File: src/wsc_pkg.sv
// Shared types and constants of the waveform sample scaler.
package wsc_pkg;

  localparam int CfgIdxW  = 3;
  localparam int CfgDataW = 32;
  localparam int CountW   = 25;
  localparam int SampleW  = 16;
  localparam int ProdW    = 48;
  localparam int VoltW    = 48;
  localparam int TimeW    = 64;
  localparam int QDepth   = 4;
  localparam int QPtrW    = $clog2(QDepth);

  typedef enum logic [CfgIdxW-1:0] {
    RegWordMode    = 3'd0,
    RegLowFirst    = 3'd1,
    RegGain        = 3'd2,
    RegOffset      = 3'd3,
    RegInterval    = 3'd4,
    RegSampleCount = 3'd5
  } cfg_reg_t;

  typedef struct packed {
    logic                     word_mode;
    logic                     low_first;
    logic signed [31:0]       gain;
    logic signed [31:0]       offset;
    logic [31:0]              interval;
    logic [CountW-1:0]        sample_count;
  } cfg_t;

  // One decoded sample on its way from the front to the back.
  typedef struct packed {
    logic signed [SampleW-1:0] sample;
    logic [TimeW-1:0]          sample_time;
    logic                      last;
  } entry_t;

endpackage

File: src/wsc_front.sv
// Front end: pairs bytes into samples, stamps time and last flag, pushes to the queue.
module wsc_front (
  input  logic                  clk,
  input  logic                  rst_n,
  input  wsc_pkg::cfg_t         cfg,
  input  logic                  rearm,
  input  logic                  in_push,
  input  logic [7:0]            in_data_byte,
  input  logic                  q_full,
  output logic                  q_push,
  output wsc_pkg::entry_t       q_entry
);

  logic                         byte_phase_r;
  logic [7:0]                   held_byte_r;
  logic [wsc_pkg::CountW-1:0]   sample_index_r;
  logic [wsc_pkg::TimeW-1:0]    time_accum_r;

  logic                         active;
  logic                         take;
  logic [wsc_pkg::CountW:0]     index_inc;

  assign active    = sample_index_r < cfg.sample_count;
  assign take      = in_push && !q_full && active;
  assign q_push    = take && byte_phase_r;
  assign index_inc = {1'b0, sample_index_r} + (wsc_pkg::CountW+1)'(1);

  always_comb begin
    if (!cfg.word_mode) begin
      // Byte mode keeps the byte that would have been the low byte of a word.
      if (cfg.low_first) begin
        q_entry.sample = {{8{held_byte_r[7]}}, held_byte_r};
      end else begin
        q_entry.sample = {{8{in_data_byte[7]}}, in_data_byte};
      end
    end else if (cfg.low_first) begin
      q_entry.sample = {in_data_byte, held_byte_r};
    end else begin
      q_entry.sample = {held_byte_r, in_data_byte};
    end
    q_entry.sample_time = time_accum_r;
    q_entry.last        = index_inc == {1'b0, cfg.sample_count};
  end

  always_ff @(posedge clk) begin
    if (!rst_n || rearm) begin
      byte_phase_r   <= 1'b0;
      held_byte_r    <= '0;
      sample_index_r <= '0;
      time_accum_r   <= '0;
    end else if (take) begin
      if (!byte_phase_r) begin
        byte_phase_r <= 1'b1;
        held_byte_r  <= in_data_byte;
      end else begin
        byte_phase_r   <= 1'b0;
        sample_index_r <= index_inc[wsc_pkg::CountW-1:0];
        time_accum_r   <= time_accum_r + wsc_pkg::TimeW'(cfg.interval);
      end
    end
  end

endmodule

File: src/wsc_fifo.sv
// Short queue of decoded samples between the front and the back.
module wsc_fifo (
  input  logic            clk,
  input  logic            rst_n,
  input  logic            push,
  input  wsc_pkg::entry_t wr_entry,
  output logic            full,
  input  logic            pop,
  output wsc_pkg::entry_t rd_entry,
  output logic            empty
);

  wsc_pkg::entry_t             mem_r [wsc_pkg::QDepth];
  logic [wsc_pkg::QPtrW-1:0]   wr_ptr_r;
  logic [wsc_pkg::QPtrW-1:0]   rd_ptr_r;
  logic [wsc_pkg::QPtrW:0]     count_r;
  logic                        do_push;
  logic                        do_pop;

  assign full     = count_r == (wsc_pkg::QPtrW+1)'(wsc_pkg::QDepth);
  assign empty    = count_r == '0;
  assign do_push  = push && !full;
  assign do_pop   = pop && !empty;
  assign rd_entry = mem_r[rd_ptr_r];

  always_ff @(posedge clk) begin
    if (do_push) begin
      mem_r[wr_ptr_r] <= wr_entry;
    end
  end

  always_ff @(posedge clk) begin
    if (!rst_n) begin
      wr_ptr_r <= '0;
      rd_ptr_r <= '0;
      count_r  <= '0;
    end else begin
      if (do_push) begin
        wr_ptr_r <= wr_ptr_r + wsc_pkg::QPtrW'(1);
      end
      if (do_pop) begin
        rd_ptr_r <= rd_ptr_r + wsc_pkg::QPtrW'(1);
      end
      if (do_push && !do_pop) begin
        count_r <= count_r + (wsc_pkg::QPtrW+1)'(1);
      end else if (do_pop && !do_push) begin
        count_r <= count_r - (wsc_pkg::QPtrW+1)'(1);
      end
    end
  end

endmodule

File: src/wsc_back.sv
// Back end: multiply by gain, subtract offset, saturate, and hold the result item.
module wsc_back (
  input  logic                        clk,
  input  logic                        rst_n,
  input  wsc_pkg::cfg_t               cfg,
  input  logic                        q_empty,
  input  wsc_pkg::entry_t             q_entry,
  output logic                        q_pop,
  input  logic                        out_pop,
  output logic                        out_empty,
  output logic signed [wsc_pkg::VoltW-1:0] out_voltage,
  output logic [wsc_pkg::TimeW-1:0]   out_sample_time,
  output logic                        out_last
);

  localparam logic signed [wsc_pkg::VoltW-1:0] VoltMax = {1'b0, {(wsc_pkg::VoltW-1){1'b1}}};
  localparam logic signed [wsc_pkg::VoltW-1:0] VoltMin = {1'b1, {(wsc_pkg::VoltW-1){1'b0}}};

  logic                                s1_v_r;
  logic signed [wsc_pkg::ProdW-1:0]    s1_prod_r;
  logic [wsc_pkg::TimeW-1:0]           s1_time_r;
  logic                                s1_last_r;
  logic                                s2_v_r;
  logic signed [wsc_pkg::VoltW-1:0]    s2_volt_r;
  logic [wsc_pkg::TimeW-1:0]           s2_time_r;
  logic                                s2_last_r;

  logic                                s1_ld;
  logic                                s2_ld;
  logic signed [wsc_pkg::ProdW-1:0]    gain_ext;
  logic signed [wsc_pkg::ProdW-1:0]    sample_ext;
  logic signed [wsc_pkg::ProdW-1:0]    prod;
  logic signed [wsc_pkg::VoltW:0]      prod_ext;
  logic signed [wsc_pkg::VoltW:0]      off_ext;
  logic signed [wsc_pkg::VoltW:0]      diff;
  logic signed [wsc_pkg::VoltW-1:0]    volt_sat;

  // The stall runs back combinationally from the output register to the queue.
  assign s2_ld = !s2_v_r || out_pop;
  assign s1_ld = !s1_v_r || s2_ld;
  assign q_pop = s1_ld && !q_empty;

  assign gain_ext   = wsc_pkg::ProdW'(cfg.gain);
  assign sample_ext = wsc_pkg::ProdW'(q_entry.sample);
  assign prod       = gain_ext * sample_ext;

  // Offset is in 2^-24 V, so it moves up eight bits to line up with the product.
  assign prod_ext = {s1_prod_r[wsc_pkg::ProdW-1], s1_prod_r};
  assign off_ext  = {{(wsc_pkg::VoltW-39){cfg.offset[31]}}, cfg.offset, 8'h00};
  assign diff     = prod_ext - off_ext;

  always_comb begin
    if (diff[wsc_pkg::VoltW] != diff[wsc_pkg::VoltW-1]) begin
      volt_sat = diff[wsc_pkg::VoltW] ? VoltMin : VoltMax;
    end else begin
      volt_sat = diff[wsc_pkg::VoltW-1:0];
    end
  end

  always_ff @(posedge clk) begin
    if (!rst_n) begin
      s1_v_r <= 1'b0;
      s2_v_r <= 1'b0;
    end else begin
      if (s1_ld) begin
        s1_v_r <= !q_empty;
      end
      if (s2_ld) begin
        s2_v_r <= s1_v_r;
      end
    end
  end

  always_ff @(posedge clk) begin
    if (s1_ld) begin
      s1_prod_r <= prod;
      s1_time_r <= q_entry.sample_time;
      s1_last_r <= q_entry.last;
    end
    if (s2_ld) begin
      s2_volt_r <= volt_sat;
      s2_time_r <= s1_time_r;
      s2_last_r <= s1_last_r;
    end
  end

  assign out_empty       = !s2_v_r;
  assign out_voltage     = s2_volt_r;
  assign out_sample_time = s2_time_r;
  assign out_last        = s2_last_r;

endmodule

File: src/waveform_sample_scaler.sv
// Top level of the waveform sample scaler: configuration registers and the two halves.
//
// Raw waveform bytes go in on the push side, one item a cycle, and every second byte
// of a record completes a sample. A finished sample leaves as one result item with its
// scaled voltage (gain*sample - offset, 2^-32 V), its time stamp (index*interval,
// 2^-48 s) and a last flag on the final sample; bytes past sample_count are taken and
// dropped. The block sustains one byte per cycle while the queue has room; a sample
// whose second byte is taken goes through the queue, the product register and the
// output register to the result side. A four-entry queue sits between the byte
// pairing front and the multiply back, so the input stalls only when that queue fills.
// Writing any valid register index restarts the record at byte zero, sample zero, time
// zero; write configuration only while the block holds no sample.
module waveform_sample_scaler (
  input  logic                                clk,
  input  logic                                rst_n,
  input  logic                                cfg_we,
  input  logic [wsc_pkg::CfgIdxW-1:0]         cfg_index,
  input  logic [wsc_pkg::CfgDataW-1:0]        cfg_wdata,
  input  logic                                in_push,
  output logic                                in_full,
  input  logic [7:0]                          in_data_byte,
  output logic                                out_empty,
  input  logic                                out_pop,
  output logic signed [wsc_pkg::VoltW-1:0]    out_voltage,
  output logic [wsc_pkg::TimeW-1:0]           out_sample_time,
  output logic                                out_last
);

  wsc_pkg::cfg_t   cfg_r;
  logic            rearm;
  logic            q_push;
  logic            q_full;
  logic            q_pop;
  logic            q_empty;
  wsc_pkg::entry_t q_wr_entry;
  wsc_pkg::entry_t q_rd_entry;

  always_comb begin
    case (wsc_pkg::cfg_reg_t'(cfg_index))
      wsc_pkg::RegWordMode,
      wsc_pkg::RegLowFirst,
      wsc_pkg::RegGain,
      wsc_pkg::RegOffset,
      wsc_pkg::RegInterval,
      wsc_pkg::RegSampleCount: rearm = cfg_we;
      default:                 rearm = 1'b0;
    endcase
  end

  always_ff @(posedge clk) begin
    if (!rst_n) begin
      cfg_r.word_mode    <= 1'b1;
      cfg_r.low_first    <= 1'b1;
      cfg_r.gain         <= '0;
      cfg_r.offset       <= '0;
      cfg_r.interval     <= '0;
      cfg_r.sample_count <= '0;
    end else if (cfg_we) begin
      case (wsc_pkg::cfg_reg_t'(cfg_index))
        wsc_pkg::RegWordMode:    cfg_r.word_mode    <= cfg_wdata[0];
        wsc_pkg::RegLowFirst:    cfg_r.low_first    <= cfg_wdata[0];
        wsc_pkg::RegGain:        cfg_r.gain         <= cfg_wdata;
        wsc_pkg::RegOffset:      cfg_r.offset       <= cfg_wdata;
        wsc_pkg::RegInterval:    cfg_r.interval     <= cfg_wdata;
        wsc_pkg::RegSampleCount: cfg_r.sample_count <= cfg_wdata[wsc_pkg::CountW-1:0];
        default: begin
        end
      endcase
    end
  end

  assign in_full = q_full;

  wsc_front u_front (
    .clk          (clk),
    .rst_n        (rst_n),
    .cfg          (cfg_r),
    .rearm        (rearm),
    .in_push      (in_push),
    .in_data_byte (in_data_byte),
    .q_full       (q_full),
    .q_push       (q_push),
    .q_entry      (q_wr_entry)
  );

  wsc_fifo u_fifo (
    .clk      (clk),
    .rst_n    (rst_n),
    .push     (q_push),
    .wr_entry (q_wr_entry),
    .full     (q_full),
    .pop      (q_pop),
    .rd_entry (q_rd_entry),
    .empty    (q_empty)
  );

  wsc_back u_back (
    .clk             (clk),
    .rst_n           (rst_n),
    .cfg             (cfg_r),
    .q_empty         (q_empty),
    .q_entry         (q_rd_entry),
    .q_pop           (q_pop),
    .out_pop         (out_pop),
    .out_empty       (out_empty),
    .out_voltage     (out_voltage),
    .out_sample_time (out_sample_time),
    .out_last        (out_last)
  );

endmodule

File: config.mk
export PLATFORM = sky130hd
export DESIGN_NAME = waveform_sample_scaler
export DESIGN_NICKNAME = d
export VERILOG_FILES = /design/src/wsc_pkg.sv /design/src/wsc_front.sv /design/src/wsc_fifo.sv /design/src/wsc_back.sv /design/src/waveform_sample_scaler.sv
export SDC_FILE = /design/constraint.sdc
export NUM_CORES = 2
export LEC_CHECK = 0
export BUFFER_PORTS_ARGS = -buffer_cell sky130_fd_sc_hd__buf_2
export CAP_MARGIN = 20
export CELL_PAD_IN_SITES_DETAIL_PLACEMENT = 1
export CELL_PAD_IN_SITES_GLOBAL_PLACEMENT = 2
export CORE_MARGIN = 2
export CORE_UTILIZATION = 47
export CTS_CLUSTER_DIAMETER = 100
export DETAILED_ROUTE_END_ITERATION = 10
export PLACE_DENSITY_LB_ADDON = 0.1
export SETUP_SLACK_MARGIN = 0.05
export SLEW_MARGIN = 40
export SYNTH_ARGS = -nofsm -noshare
export SYNTH_HDL_FRONTEND = slang
export SYNTH_HIERARCHICAL = 1
export SYNTH_SLANG_ARGS = --single-unit
File: constraint.sdc
create_clock -name clk -period 16.9 [get_ports clk]
set_input_delay 0 -clock clk [delete_from_list [all_inputs] [get_ports clk]]
set_output_delay 0 -clock clk [all_outputs]
set_load 0.05 [all_outputs]
# Word level (Yosys, flattened, before mapping)
# Memory sizes are Yosys's and may differ from the RTL's. A register that Yosys moved wholly into a read port is not among the register bits.
# Index checks and enable logic that the tools add are counted.
[classes]
n_eq_ne = 8
multipliers = 1
muxes = 13
addsub = 7
n_lt_le_gt_ge = 1
n_bitwise = 1
reduce_logical = 30
[op_table]
columns = ["cell", "count"]
rows = [
  ["$mux W48", 2],
  ["$add A64 B32 Y64", 1],
  ["$sub A48 B40 Y49", 1],
  ["$mul A32 B16 Y48", 1],
  ["$mux W16", 3],
  ["$add A25 B1 Y26 const B", 1],
  ["$eq A26 B25 Y1", 1],
  ["$lt A25 B25 Y1", 1],
  ["$reduce_and A2 Y1", 8],
  ["$eq A3 B3 Y1 const B", 3],
  ["$logic_and A1 B1 Y1", 8],
  ["$logic_not A1 Y1", 7],
  ["$eq A3 B2 Y1 const B", 2],
  ["$logic_not A3 Y1", 2],
  ["$mux W3", 2],
  ["$reduce_or A6 Y1", 1],
  ["$add A2 B1 Y2 const B", 2],
  ["$mux W1", 4],
  ["$mux W2", 2],
  ["$add A3 B1 Y3 const B", 1],
  ["$eq A3 B1 Y1 const B", 1],
  ["$logic_or A1 B1 Y1", 3],
  ["$sub A3 B1 Y3 const B", 1],
  ["$reduce_bool A2 Y1", 1],
  ["other kinds (2)", 2],
]
[totals]
output_inout_bits = 115
memories = 1
ff_bits = 456
in_bits = 48
ram_bits = 324
[memory_table]
columns = ["name", "depth", "width", "read_ports", "rd_clocked_by_memory_dff", "write_ports", "line", "text"]
rows = [
  ["u_fifo.mem_r", 4, 81, 1, 1, 1, "wsc_fifo.sv:13", "wsc_pkg::entry_t mem_r [wsc_pkg::QDepth];"],
]

# Logic depth before layout (Yosys ltp)
[logic_depth]
ltp_word = 10
ltp_mapped = 27

# By module
# Netlist, hierarchy kept.
[by_module_without_submodules]
columns = ["module", "cells_per_inst", "n_inst", "area_per_inst_um2", "seq_area_each_um2"]
rows = [
  ["wsc_back", 2716, 1, 27585.2, 6826.5],
  ["wsc_fifo", 471, 1, 12251.8, 9909.5],
  ["wsc_front", 991, 1, 7569.8, 1961.9],
  ["waveform_sample_scaler", 440, 1, 4571.9, 2462.4],
]

# Worst setup path after synthesis
# No wires, ideal clock.
[synth_timing]
kind = "reg2reg"
start = "register (tool-made name)"
end = "register u_back/s1_prod_r[46] (netlist bit), data pin"
t_arrival_ns = 7.458
synth_period_minus_slack_ns = 7.728
path_buffers = 5
setup_slack_ns = 9.172
path_stages_with_launch = 27
required_time_ns = 16.630
cell_sequence = "dfxtp_1 > buf_6 > buf_12 > mux4_2 > inv_1 > clkbuf_1 > buf_1 > nor2_1 > fa_1 > fa_1 > fa_1 > fa_1 > fa_1 > inv_1 > fa_1 > inv_1 > ha_1 > clkbuf_1 > a21oi_1 > o21ai_0 > a31o_2 > a221o_1 > a41o_1 > a221o_1 > a41oi_1 > o41ai_2 > xor2_1"
[synth_rtl]
columns = ["element", "line", "text"]
rows = [
  ["end signal, assigned", "wsc_back.sv:76", "s1_prod_r <= prod;"],
  ["end, declared", "wsc_back.sv:20", "logic signed [wsc_pkg::ProdW-1:0] s1_prod_r;"],
]

==> reports/qor.yml <==
synth:
  synthMuxAreaShare: 0.06555
  synth_seq_cells: 782
  synth_compound_area_frac: 0.06998
  postSynthCellCount: 4618
  yosys_warnings: 6
  synth_fa_ha_area_frac: 0.2413
  synth_top_family_by_area: "adder cells"
  syn_avg_cell_area_um2: 11.26
  ys_seq_area_frac: 0.4071
  yosys.area_share.simple: 0.1165
  synthesis.area_um2: 51980
  synth_edf_count: 550
  synthArstFlopShare: 0
  synth-xor-area-share: 0.03002
  synth_nets: 5372
  dominantRegCellSynth: "edfxtp_1"
  ys_types: 89
setup_path:
  worstSetupPathType: "reg2reg"
  start_kind: "flop"
  crit_chain: "buf_16 -> buf_12 -> mux4_2 -> inv_1 -> buf_4 -> nor2_1 -> fa_1 -> fa_1 -> fa_1 -> fa_1 -> fa_1 -> inv_1 -> fa_1 -> inv_1 -> ha_1 -> a21oi_1 -> o21ai_0 -> a2111oi_0 -> o221ai_1 -> a31oi_1 -> o21ai_0 -> a31oi_1 -> o21ai_0 -> xor2_1"
  end_kind: "flop"
  crit_arrival_ns: 9.02
  cp_max_fo: 29
  worst_path_max_delay_cell: "mux4_2"
  path_delay_family: "adder cells"
  reg2reg_slack_ns: 8.26
  cp.required_ns: 17.29
  cp_common_cell: "fa_1"
  crit_buf_inv: 6
  critPathMaxStageDelay_ns: 0.63
timing:
  layout_setup_ws_ns: 8.264
  whs_ns: 0.02458
  slew_headroom: 0.4113
  timing.fmax_ghz: 0.1158
  rsz0062_at_grt: "no"
  hold_violations: 0
  min_period_ns: 8.636
  period_share: 0.5110
  finalSetupTns_ns: 0
  setup_viol: 0
  slew_violations: 0
  clock_skew_ns: 0.04065
  tightest_slew_ns: 0.8818
power_and_ir_drop:
  ir_drop_mv: 0.1062
  seqPwrFrac: 0.383
  p_switching_mw: 2.167
  pwr_density_cell_nw_per_um2: 106.8
  p_int_mw: 3.954
  p_clk_frac: 0.312
  p_leak_nw: 24.42
  power_frac_comb: 0.305
  p_sw_frac: 0.3540
cts:
  clk_path_buf_depth: 3
  clock-sinks: 782
  cts_buffers: 83
  cts_resized: 0
  cts_root_buf: "clkbuf_16"
  htreeDepth: 3
  cts_tree: "yes"
  clk-insertion-delay-late_ns: 0.68
  cts.clk_slew.worst_paths_ns: 0.06
route:
  drt-vias-per-instance: 5.486
  wire_per_inst_um: 23.66
  vias: 34420
  ant_nets: 0
  dr.pass1.iters: 5
  drt-initial-drc-count: 1902
  route.detailed.drc: 0
  routed_wl_um: 148400
floorplan:
  die_x_um: 336.6
  initial_utilization: 0.4755
  fp-row-count: 121
  die_h_um: 336.6
  pin_count: 163
  die-area_um2: 113300
  core_um2: 109300
placed_design:
  place_ws_ns: 8.334
  dp_hpwl_um: 107800
  place_congestion: 0.8576
  port_buffers: 162
grt:
  grt_max_degree: 69
  antenna_found_initial: 10
  grt_pass1_wl_um: 227700
  grt.overflow.total: 0
  grt_pass1_vias: 37450
  grt_usage: 0.2682
cells_and_area:
  layout.nets: 5481
  nFillCells: 11600
  areaGrowthSynthToFinish_pct: 10.24
  drive_gt1_frac: 0.1053
  fin_util: 0.5242
flow_run:
  cap_violations: 0
min_path:
  hold_class: "in2reg"
run_status:
  status: "finished, final reports clean"
[final timing paths]
| path | startpoint | to | cells past startpoint |
|---|---|---|---|
| setup reg to reg | flop | u_back/s1_prod_r[35] | 24 |
| hold reg to reg | u_back/s1_time_r[4] | u_back/out_sample_time[4] | 0 |
| hold / removal | cfg_wdata[25] | cfg_r[114] | 3 |
| setup / recovery | flop | u_back/s1_prod_r[35] | 24 |
[through the flow]
stage	instances	area, um^2	power [mW]
2_1_floorplan	4618	51980	3.643
3_3_place_gp	6079	53900	4.223
3_5_place_dp	6081	54000	4.247
4_1_cts	6272	57250	6.176
5_1_grt	6273	57300	6.439
6_report	6274	57300	6.120
[worst register-to-register path: stages, from the launching register on]
cell,delay (ns)
dfxtp_4,0.54
buf_16,0.22
buf_12,0.21
mux4_2,0.64
inv_1,0.09
buf_4,0.40
nor2_1,0.17
fa_1,0.54
fa_1,0.53
fa_1,0.52
fa_1,0.53
fa_1,0.55
inv_1,0.06
fa_1,0.53
inv_1,0.05
ha_1,0.39
a21oi_1,0.19
o21ai_0,0.11
a2111oi_0,0.52
o221ai_1,0.17
a31oi_1,0.37
o21ai_0,0.24
a31oi_1,0.44
o21ai_0,0.18
xor2_1,0.18
[Yosys cell counts (all sizes together) (12+ instances only)]
| cell type | instances | area, um^2 |
|---|---|---|
| nand2b | 23 | 143.9 |
| inv | 674 | 2530 |
| a21oi | 204 | 1100 |
| o211ai | 14 | 105.1 |
| nand2 | 584 | 2200 |
| buf | 59 | 496.7 |
| fa | 489 | 9789 |
| a211oi | 19 | 147.6 |
| mux2i | 148 | 1481 |
| and3 | 39 | 244.0 |
| o21a | 15 | 112.6 |
| or4 | 19 | 142.6 |
| dfxtp | 232 | 4644 |
| and2 | 222 | 1389 |
| nor2b | 26 | 162.7 |
| nor2 | 174 | 655.6 |
| nor3 | 35 | 175.2 |
| a31oi | 19 | 118.9 |
| and4 | 13 | 113.9 |
| or3 | 12 | 80.08 |
| xnor2 | 118 | 1052 |
| a21o | 62 | 465.5 |
| clkbuf | 156 | 585.6 |
| o21ai | 98 | 490.5 |
| ha | 217 | 2715 |
| xor2 | 58 | 508.0 |
| o31ai | 19 | 147.6 |
| o21bai | 17 | 127.6 |
| nand3 | 58 | 290.3 |
| nand4 | 35 | 219.0 |
| mux4 | 81 | 1824 |
| edfxtp | 550 | 16520 |
[what timing repair did]
item                      4_1_cts  5_1_grt
hold buffers                   36        1
buffers inserted                0        0
hold endpoints to repair      186        1
[power by group through the flow]
| stage | combinational [mW] | sequential [mW] | clock [mW] |
|---|---|---|---|
| after global placement | 1.84 | 2.38 | 0 |
| after detailed placement | 1.86 | 2.38 | 0 |
| final | 1.87 | 2.34 | 1.91 |
| after floorplan | 1.09 | 2.55 | 0 |
| after CTS | 1.88 | 2.34 | 1.95 |
| after global routing | 2.07 | 2.35 | 2.02 |
[layout make-up]
type	count	area, um^2	share of cell area
clock buffers	109	2302	0.04018
well taps	1476	1847	0.03223
multi-input cells	2947	27300	0.4765
diodes	1	2.502	0.00004367
clock inverters	46	583.1	0.01018
inverters	674	2532	0.04420
repair buffers	239	1539	0.02686
flip-flops and latches	782	21190	0.3699
[logic make-up after synthesis]
kind of cell,after synthesis
AOI/OAI and AO/OA,555
xor gates and xnor gates,176
adders and majority gates,710
muxes,238
buffers and inverters,889
and+or+nand+nor,1268
DFF,782
[layout by cell type (no fill, tap or decap), drive strengths merged, types with 98 or more instances in the layout]
cell / instances
and2: 222
dfxtp: 232
nor2: 174
inv: 677
a21oi: 204
fa: 489
xnor2: 118
o21ai: 98
mux2i: 148
ha: 217
buf: 202
nand2: 584
clkbuf: 109
edfxtp: 550
[per-layer routing]
metal / GRT usage / up-vias / part of all wire
met3: 0.05947 / 212 / 0.060
met4: 0.07190 / 8 / 0.025
met2: 0.4379 / 774 / 0.47
li1: - / 15640 / -
met1: 0.3622 / 17780 / 0.44
met5: 0 / - / 0.00041
[sequential cells by signal (all words and copies together) (netlist names), 3 cells and up, named ones only]
name                    count
u_back/out_voltage         48
u_fifo/count_r              3
u_back/out_sample_time     64
u_front/time_accum_r       64
u_front/held_byte_r         8
u_back/s1_time_r           64
u_fifo/mem_r              324
u_back/s1_prod_r           48
u_front/sample_index_r     25
cfg_r                     123
Power figures use the tool's default switching activity.
